===== src/rtl/msv_pkg.sv =====
// ----------------------------------------------------------------------------
// msv_pkg: shared types, constants and byte arithmetic for the score filter
// Sizes of the profile, codes of the input words and registers, and the
// structs that travel along the row of position cells.
// ----------------------------------------------------------------------------
`default_nettype none

package msv_pkg;

  localparam int MAX_POSITIONS = 256;
  localparam int ALPHABET_SIZE = 32;

  localparam int POS_W     = $clog2(MAX_POSITIONS);
  localparam int LEN_W     = $clog2(MAX_POSITIONS + 1);
  localparam int RES_IDX_W = $clog2(ALPHABET_SIZE);
  // Compare widths wide enough for both the field and the bound.
  localparam int POS_CMP_W = ((POS_W > 8) ? POS_W : 8) + 1;
  localparam int LEN_CMP_W = (LEN_W > 9) ? LEN_W : 9;
  localparam int RES_CMP_W = ((RES_IDX_W > 5) ? RES_IDX_W : 5) + 1;

  localparam logic [7:0] SAT_MAX = 8'hff;

  localparam logic [1:0] OP_LOAD    = 2'd0;
  localparam logic [1:0] OP_START   = 2'd1;
  localparam logic [1:0] OP_RESIDUE = 2'd2;

  localparam logic [2:0] CFG_MODEL_LENGTH  = 3'd0;
  localparam logic [2:0] CFG_EMISSION_BIAS = 3'd1;
  localparam logic [2:0] CFG_SCORE_BASE    = 3'd2;
  localparam logic [2:0] CFG_JB_COST       = 3'd3;
  localparam logic [2:0] CFG_BM_COST       = 3'd4;
  localparam logic [2:0] CFG_EC_COST       = 3'd5;

  // One residue step as it moves from cell to cell.
  typedef struct packed {
    logic                 valid;
    logic                 res_ok;
    logic [RES_IDX_W-1:0] res_idx;
    logic [7:0]           b;
    logic [7:0]           prev;
    logic [7:0]           emax;
  } msv_token_t;

  // Signals sent to every cell at once.
  typedef struct packed {
    logic                 load;
    logic                 clear;
    logic [RES_IDX_W-1:0] res_idx;
    logic [7:0]           pos;
    logic [7:0]           cost;
    logic [7:0]           bias;
    logic [LEN_W-1:0]     eff_len;
  } msv_bcast_t;

  function automatic logic [7:0] add_sat(input logic [7:0] a, input logic [7:0] b);
    logic [8:0] s;
    s = {1'b0, a} + {1'b0, b};
    return s[8] ? SAT_MAX : s[7:0];
  endfunction

  function automatic logic [7:0] sub_sat(input logic [7:0] a, input logic [7:0] b);
    return (a > b) ? (a - b) : 8'd0;
  endfunction

  function automatic logic [7:0] max8(input logic [7:0] a, input logic [7:0] b);
    return (a > b) ? a : b;
  endfunction

endpackage

`default_nettype wire


===== src/rtl/msv_cell.sv =====
// ----------------------------------------------------------------------------
// msv_cell: one profile position of the score row
// Holds the row byte and the emission costs of its position, updates the row
// byte when a residue word passes within the model length, hands the word on.
// ----------------------------------------------------------------------------
`default_nettype none

module msv_cell (
  input  wire                          clk,
  input  wire                          rst_n,
  input  wire  [msv_pkg::POS_W-1:0]    cell_idx,
  input  wire  msv_pkg::msv_bcast_t    bcast,
  input  wire  msv_pkg::msv_token_t    tok_in,
  output msv_pkg::msv_token_t          tok_out
);
  import msv_pkg::*;

  logic [7:0] row_r;
  logic [7:0] col_r [ALPHABET_SIZE];
  msv_token_t tok_r;

  logic       active;
  logic       load_hit;
  logic [7:0] cost;
  logic [7:0] score;

  assign active   = LEN_W'(cell_idx) < bcast.eff_len;
  assign load_hit = bcast.load && (POS_CMP_W'(bcast.pos) == POS_CMP_W'(cell_idx));
  assign cost     = tok_in.res_ok ? col_r[tok_in.res_idx] : SAT_MAX;
  assign score    = sub_sat(add_sat(max8(tok_in.prev, tok_in.b), bcast.bias), cost);

  // Emission costs of this position; undefined until loaded.
  always_ff @(posedge clk) begin
    if (load_hit) begin
      col_r[bcast.res_idx] <= bcast.cost;
    end
  end

  // The word carries this cell's old row byte on, so the next cell sees the
  // previous row at k-1 even though this cell overwrites it now.
  always_ff @(posedge clk) begin
    if (!rst_n) begin
      row_r <= 8'd0;
      tok_r <= '0;
    end else begin
      if (bcast.clear) begin
        row_r <= 8'd0;
      end else if (tok_in.valid && active) begin
        row_r <= score;
      end
      tok_r.valid   <= tok_in.valid;
      tok_r.res_ok  <= tok_in.res_ok;
      tok_r.res_idx <= tok_in.res_idx;
      tok_r.b       <= tok_in.b;
      tok_r.prev    <= row_r;
      tok_r.emax    <= active ? max8(tok_in.emax, score) : tok_in.emax;
    end
  end

  assign tok_out = tok_r;

endmodule

`default_nettype wire


===== config.mk =====
export PLATFORM = sky130hd
export DESIGN_NAME = msv_cell
export DESIGN_NICKNAME = d
export VERILOG_FILES = /design/src/rtl/msv_pkg.sv /design/src/rtl/msv_cell.sv
export SDC_FILE = /design/constraint.sdc
export NUM_CORES = 1
export LEC_CHECK = 0
export ABC_CLOCK_PERIOD_IN_PS = 7800
export BUFFER_PORTS_ARGS = -buffer_cell sky130_fd_sc_hd__buf_2
export CORE_MARGIN = 1
export CORE_UTILIZATION = 45
export CTS_BUF_LIST = sky130_fd_sc_hd__clkbuf_16
export DETAILED_ROUTE_END_ITERATION = 8
export SETUP_SLACK_MARGIN = 0.5
export SLEW_MARGIN = 30
export SYNTH_ARGS = -nofsm -noshare
export SYNTH_HDL_FRONTEND = slang
export SYNTH_SLANG_ARGS = --single-unit

===== constraint.sdc =====
create_clock -name clk -period 7.8 [get_ports clk]
set_input_delay 1.17 -clock clk [delete_from_list [all_inputs] [get_ports clk]]
set_output_delay 1.17 -clock clk [all_outputs]
set_load 0.01 [all_outputs]

==> flow_summary.toml, run 1 <==
[power]
power.density_nw_per_um2 = 245.4
internal_power_w = 0.002688
switchingPower_w = 0.0008966
p_seq_share_pct = 48.5
p_comb_share_pct = 14.7
peakVddDrop_v = 0.0002268
clockPowerShare_pct = 36.8
swShare_pct = 25.01
leakage_nw = 5.191

[detailed_routing]
drc = 0
drt_wl_total_mm = 26.39
drt_iter0_markers = 482
dr.pass1.iters = 6
wire_per_inst_um = 20.30
viasPerCell = 5.416
detail-route-antenna-nets = 0
vias = 7041

[critical_path]
cp_data_required_time_ns = 8.28
reg2reg_slack_ns = 3.02
crit_path_start_kind = "input pin"
cp.arrival_ns = 7.19
cpMostUsedCell = "ha_1"
critPathLaunch = "tok_in[23]"
worstReg2RegStart = "col_r[1][2]$_DFFE_PP_"
max_stage_delay_ns = 0.45
critical_path.slowest_cell = "fa_1"
cp-end-kind = "flop"
crit_type = "input pin to flop"
cp_max_fo = 14

[grt]
grt_pass1_vias = 7018
antenna_found_initial = 1
grt_start_max_net_pins = 38
grt_pass1_wl_mm = 40.43
grt-ovfl-total = 0
grt_use_total_pct = 18.69

[finish]
final_common_cell = "edfxtp_1"
final_cell_mix = "256 x edfxtp_1, 110 x buf_2, 55 x mux4_2"
nets = 1020
fin_util_pct = 52.43
antenna_cells = 0
area_growth_pct = 14.10
drive_gt1_share_pct = 25.16

[floorplan]
num_rows = 61
start_util_pct = 45.95
core_um2 = 27860
die_x_um = 170.7
fp.dieH_um = 170.7
ios = 112
dieArea_um2 = 29120

[synthesis]
ys_async_sr_fraction_pct = 0
synth_edf_count = 256
syn_inst = 783
synth_cell_type_count = 59
synth_nets = 905
synth.avg_cell_area_um2 = 16.35
ys_seq_area_share_pct = 66.15
ys_ff_latch = 295
yosys_warnings = 0
synth-main-ff-cell = "edfxtp_1"
synth_area_um2 = 12800

[clock_network]
clock-root-buffer = "clkbuf_16"
cts_sinks = 295
cts.clk_slew.worst_paths_ns = 0.06
cts_tree = "yes"
htreeDepth = 1
cts_made_buffers = 30
hold_buffers = 0
insertion_delay_ns = 0.58
clk_path_buf_depth = 3

[timing]
drv_slew = 0
rsz0062_at_grt = "no"
tns_ns = 0
setup_viol = 0
fin_crit_sh_pct = 85.99
skew_ns = 0.04144
worst-slew-pin-transition_ns = 0.9453
period_needed_ns = 6.707
max-slew-margin-rel_pct = 36.74
max_freq_mhz = 149.1
timing.final.hold_violations = 0

[flow_run]
drv_cap = 0

[placed_design]
io_buffers = 111
place_congestion = 0.8068
post-dp-hpwl_mm = 16.99

[status]
status = "finished clean"

[hold_path]
min_from = "row_r[4]$_SDFFE_PP0P_"
hold_path.class = "flop to flop"
sequential cells by signal (all words and copies together), names as in the netlist:
| signal | cells |
|---|---|
| tok_out | 31 |
| col_r | 256 |
| row_r | 8 |
synth_stat cells, drive strengths merged, types with 10 or more instances:
cell	number	area (µm²)
nand2b	10	62.56
nand3	11	60.06
mux4	64	1475
and2	25	156.4
edfxtp	256	7687
o21ai	25	128.9
nor2	55	216.5
buf	26	192.7
o22ai	11	68.82
dfxtp	39	780.8
nand2	28	107.6
inv	28	105.1
a21oi	24	120.1
a211oi	16	125.1
mux2i	24	240.2
ha	39	488.0
nor2b	21	131.4
per-layer routing:
layer  track usage (%)  wire, µm
met1             26.48     12140
met2             30.72     12530
met3             2.545      1232
met4             4.348       488
met5                 0         0
timing repair:
item,4_1_cts,5_1_grt
resized for setup,0,1
setup buffers,0,1
setup endpoints to repair,0,8
hold endpoints to repair,0,0
power groups by stage:
stage | logic, W | registers, W | clock network, W
CTS | 0.000511 | 0.00174 | 0.00134
global route | 0.000587 | 0.00174 | 0.00140
floorplan | 0.000355 | 0.00178 | 0
finish | 0.000526 | 0.00174 | 0.00132
detailed placement | 0.000508 | 0.00177 | 0
global placement | 0.000506 | 0.00177 | 0
cell type report:
type	instances	area, µm²
Fill cell	2306	13250
Sequential cell	295	8468
Multi-Input combinational cell	426	4019
Clock buffer	30	750.7
Timing Repair Buffer	117	628.1
Tap cell	378	473.0
Clock inverter	26	162.7
Inverter	28	105.1
per-stage QoR:
stage               cell area, µm²  hold WS [ns]  setup slack, ns  power (W)  std cells
finish                       14610        0.4551            1.093   0.003584       1300
global route                 14610        0.4830           0.5199   0.003725       1300
CTS                          14570        0.4577           0.9153   0.003588       1299
detailed placement           13660        0.4395           0.3885   0.002281       1243
global placement             13660        0.4400           0.5968   0.002280       1243
floorplan                    12800        0.4291            1.196   0.002138        783
cells by family (layout without fill, tap and decap cells):
| family | count (synthesis) | in the layout | synth area share (%) |
|---|---|---|---|
| compound gates | 106 | 106 | 5.308 |
| xor+xnor | 12 | 12 | 0.8210 |
| fa+ha+maj | 41 | 41 | 4.125 |
| buf+inv | 62 | 201 | 2.590 |
| flops | 295 | 295 | 66.15 |
| mux | 96 | 96 | 14.10 |
| simple gates | 171 | 171 | 6.901 |
worst max-delay path: cells and delay by family:
family | cells | cell delay, ns
AO/OA/AOI/OAI | 6 | 1.17
multiplexers | 3 | 0.69
adder cells (fa/ha/maj) | 6 | 1.63
buffers and inverters | 5 | 0.44
AND/OR/NAND/NOR | 13 | 2.08
path summary, 6_finish.rpt:
check | to | cells after the start
max reg2reg | tok_out[5]$_SDFF_PN0_ | 19
min reg2reg | tok_out[12]$_SDFF_PN0_ | 1
max | tok_out[5]$_SDFF_PN0_ | 33
min | tok_out[12]$_SDFF_PN0_ | 1
No activity file was read; power rests on OpenSTA's default activity.
==> run 2: changes to the inputs <==
--- a/config.mk
+++ b/config.mk
@@ -5,12 +5,13 @@
 export SDC_FILE = /design/constraint.sdc
 export NUM_CORES = 1
 export LEC_CHECK = 0
-export ABC_CLOCK_PERIOD_IN_PS = 7800
+export ABC_CLOCK_PERIOD_IN_PS = 8400
 export BUFFER_PORTS_ARGS = -buffer_cell sky130_fd_sc_hd__buf_2
 export CORE_MARGIN = 1
 export CORE_UTILIZATION = 45
-export CTS_BUF_LIST = sky130_fd_sc_hd__clkbuf_16
+export CTS_BUF_LIST = sky130_fd_sc_hd__clkbuf_8
 export DETAILED_ROUTE_END_ITERATION = 8
+export RECOVER_POWER = 100
 export SETUP_SLACK_MARGIN = 0.5
 export SLEW_MARGIN = 30
 export SYNTH_ARGS = -nofsm -noshare
==> constraint.sdc (replaced) <==
create_clock -name clk -period 8.4 [get_ports clk]
set_input_delay 1.26 -clock clk [delete_from_list [all_inputs] [get_ports clk]]
set_output_delay 1.26 -clock clk [all_outputs]
set_load 0.01 [all_outputs]
==> run 2 against run 1 <==
  * Register-to-register slack better by 0.42 ns
  * Via count up 0.91%
  * Hold slack worse by 0.0080 ns
  * Flip-flop and latch count unchanged
  * Final cell count up 2.2%
  * Utilization down 0.70 points
  * Clock-buffer cell count up 18
  * First-iteration DRC count down 11%
  * Clock skew down 0.015 ns
  * Setup slack worse by 0.11 ns
  * Total power down 11%
  * Cell area down 1.3%
  * Critical endpoint unchanged
  * Largest cell class unchanged
==> flow_summary.toml, run 2 (synthesis results as in run 1) <==
[floorplan]
start_util_pct = 45.95
core_um2 = 27860
ios = 112
fp.dieH_um = 170.7
die_x_um = 170.7
dieArea_um2 = 29120
num_rows = 61

[critical_path]
cpMostUsedCell = "ha_1"
cp_data_required_time_ns = 8.91
cp_max_fo = 14
crit_type = "input pin to flop"
r2r_cells = 18
reg2reg_slack_ns = 3.44
cp-end-kind = "flop"
cp.arrival_ns = 7.93
max_stage_delay_ns = 0.60
critical_path.slowest_cell = "nor2_1"
crit_path_start_kind = "input pin"
worstReg2RegStart = "col_r[1][2]$_DFFE_PP_"
regToRegEndpoint = "tok_out[5]$_SDFF_PN0_"

[finish]
fillers = 2338
regArea_um2 = 8468
largest_reg_flops = 256
multiInputGateArea_um2 = 3994
fin_util_pct = 51.73
final_cell_mix = "256 x edfxtp_1, 67 x buf_2, 55 x mux4_2"
drive_gt1_share_pct = 20.74
nets = 1035
area_growth_pct = 12.58
final_common_cell = "edfxtp_1"
largest_register = "col_r"
antenna_cells = 0

[detailed_routing]
dr.pass1.iters = 5
drt_iter0_markers = 427
drc = 0
vias = 7105
wire_per_inst_um = 20.33
viasPerCell = 5.350
drt_wl_total_mm = 27.00
detail-route-antenna-nets = 0

[grt]
grt-ovfl-total = 0
antenna_found_initial = 0
grt_pass1_vias = 7284
grt_use_total_pct = 19.05
grt_pass1_wl_mm = 41.01
grt_start_max_net_pins = 66

[hold_path]
whs_endpoint = "tok_out[12]$_SDFF_PN0_"
min_from = "row_r[4]$_SDFFE_PP0P_"
whs_path_depth = 1
hold_path.class = "flop to flop"

[clock_network]
htreeDepth = 2
insertion_delay_ns = 0.58
cts_made_buffers = 48
cts_sinks = 295
cts_tree = "yes"
clock-root-buffer = "clkbuf_8"
cts.clk_slew.worst_paths_ns = 0.07
clk_path_buf_depth = 3
hold_buffers = 0
cts_resized = 0
post-cts-setup-buffer-count = 0

[timing]
setup_viol = 0
max_freq_mhz = 134.8
finalWorstSetupSlack_ns = 0.9798
skew_ns = 0.02688
fin_crit_sh_pct = 88.34
drv_slew = 0
max-slew-margin-rel_pct = 2.262
whs_ns = 0.4471
tns_ns = 0
timing.final.hold_violations = 0
period_needed_ns = 7.420
rsz0062_at_grt = "no"
worst-slew-pin-transition_ns = 1.466

[flow_run]
drv_cap = 0

[placed_design]
io_buffers = 111
post-dp-hpwl_mm = 16.90
place_congestion = 0.8115
pre_cts_ws_ns = 0.6828

[power]
power_w = 0.003178
leakage_nw = 5.021
peakVddDrop_v = 0.0001392
power.density_nw_per_um2 = 220.5

[status]
status = "finished clean"
==> run 2: changes by cell type in the layout (fill, tap and decap cells not counted), moves of 5 or more <==
cell	before	now
clkbuf_8	0	48
inv_1	35	43
and2_1	25	16
nor2_1	48	54
clkbuf_16	30	0
nor2_2	6	0
and2_0	0	9
clkbuf_1	0	42
clkinv_1	12	17
buf_2	110	67
==> run 2: final cells by class <==
| type | instances | share of cell area (%) |
|---|---|---|
| inverter | 28 | 0.7293 |
| tap | 378 | 3.282 |
| sequential | 295 | 58.76 |
| clock inverter | 39 | 1.250 |
| timing repair buffer | 114 | 3.681 |
| multi-input combinational | 426 | 27.71 |
| clock buffer | 48 | 4.584 |
==> run 2: report_power, final <==
group          switching [W]  internal, W  leakage [nW]  total, W
clock network       0.000561     0.000537         0.482   0.00110
logic               0.000277     0.000185          1.92  0.000462
registers         0.00000557      0.00161          2.62   0.00162
==> run 2: per-stage QoR <==
stage	instance area [µm²]	instances
floorplan	12800	783
global placement	13630	1241
detailed placement	13630	1241
CTS	14470	1328
global route	14410	1328
finish	14410	1328
==> run 2: critical path, delay by kind of cell <==
family	cells	cell delay (ns)
compound gates	6	1.26
simple gates	13	2.64
buf+inv	4	0.30
mux	3	0.78
fa+ha+maj	6	1.67
==> run 2: metal layers <==
metal	wire [µm]	vias up	track usage, %
met1	12190	3475	26.09
met5	0	-	0
met2	12620	238	31.06
li1	-	3334	-
met4	560	0	5.640
met3	1624	58	3.539
==> run 2: how the worst max path moves through the flow <==
stage	to	from	cells past startpoint
finish	tok_out[5]$_SDFF_PN0_	tok_in[23]	32
global route	tok_out[0]$_SDFF_PN0_	tok_in[23]	32
CTS	tok_out[5]$_SDFF_PN0_	tok_in[23]	32
detailed placement	tok_out[5]$_SDFF_PN0_	tok_in[23]	32
global placement	tok_out[5]$_SDFF_PN0_	tok_in[23]	32
floorplan	tok_out[7]$_SDFF_PN0_	tok_in[23]	32
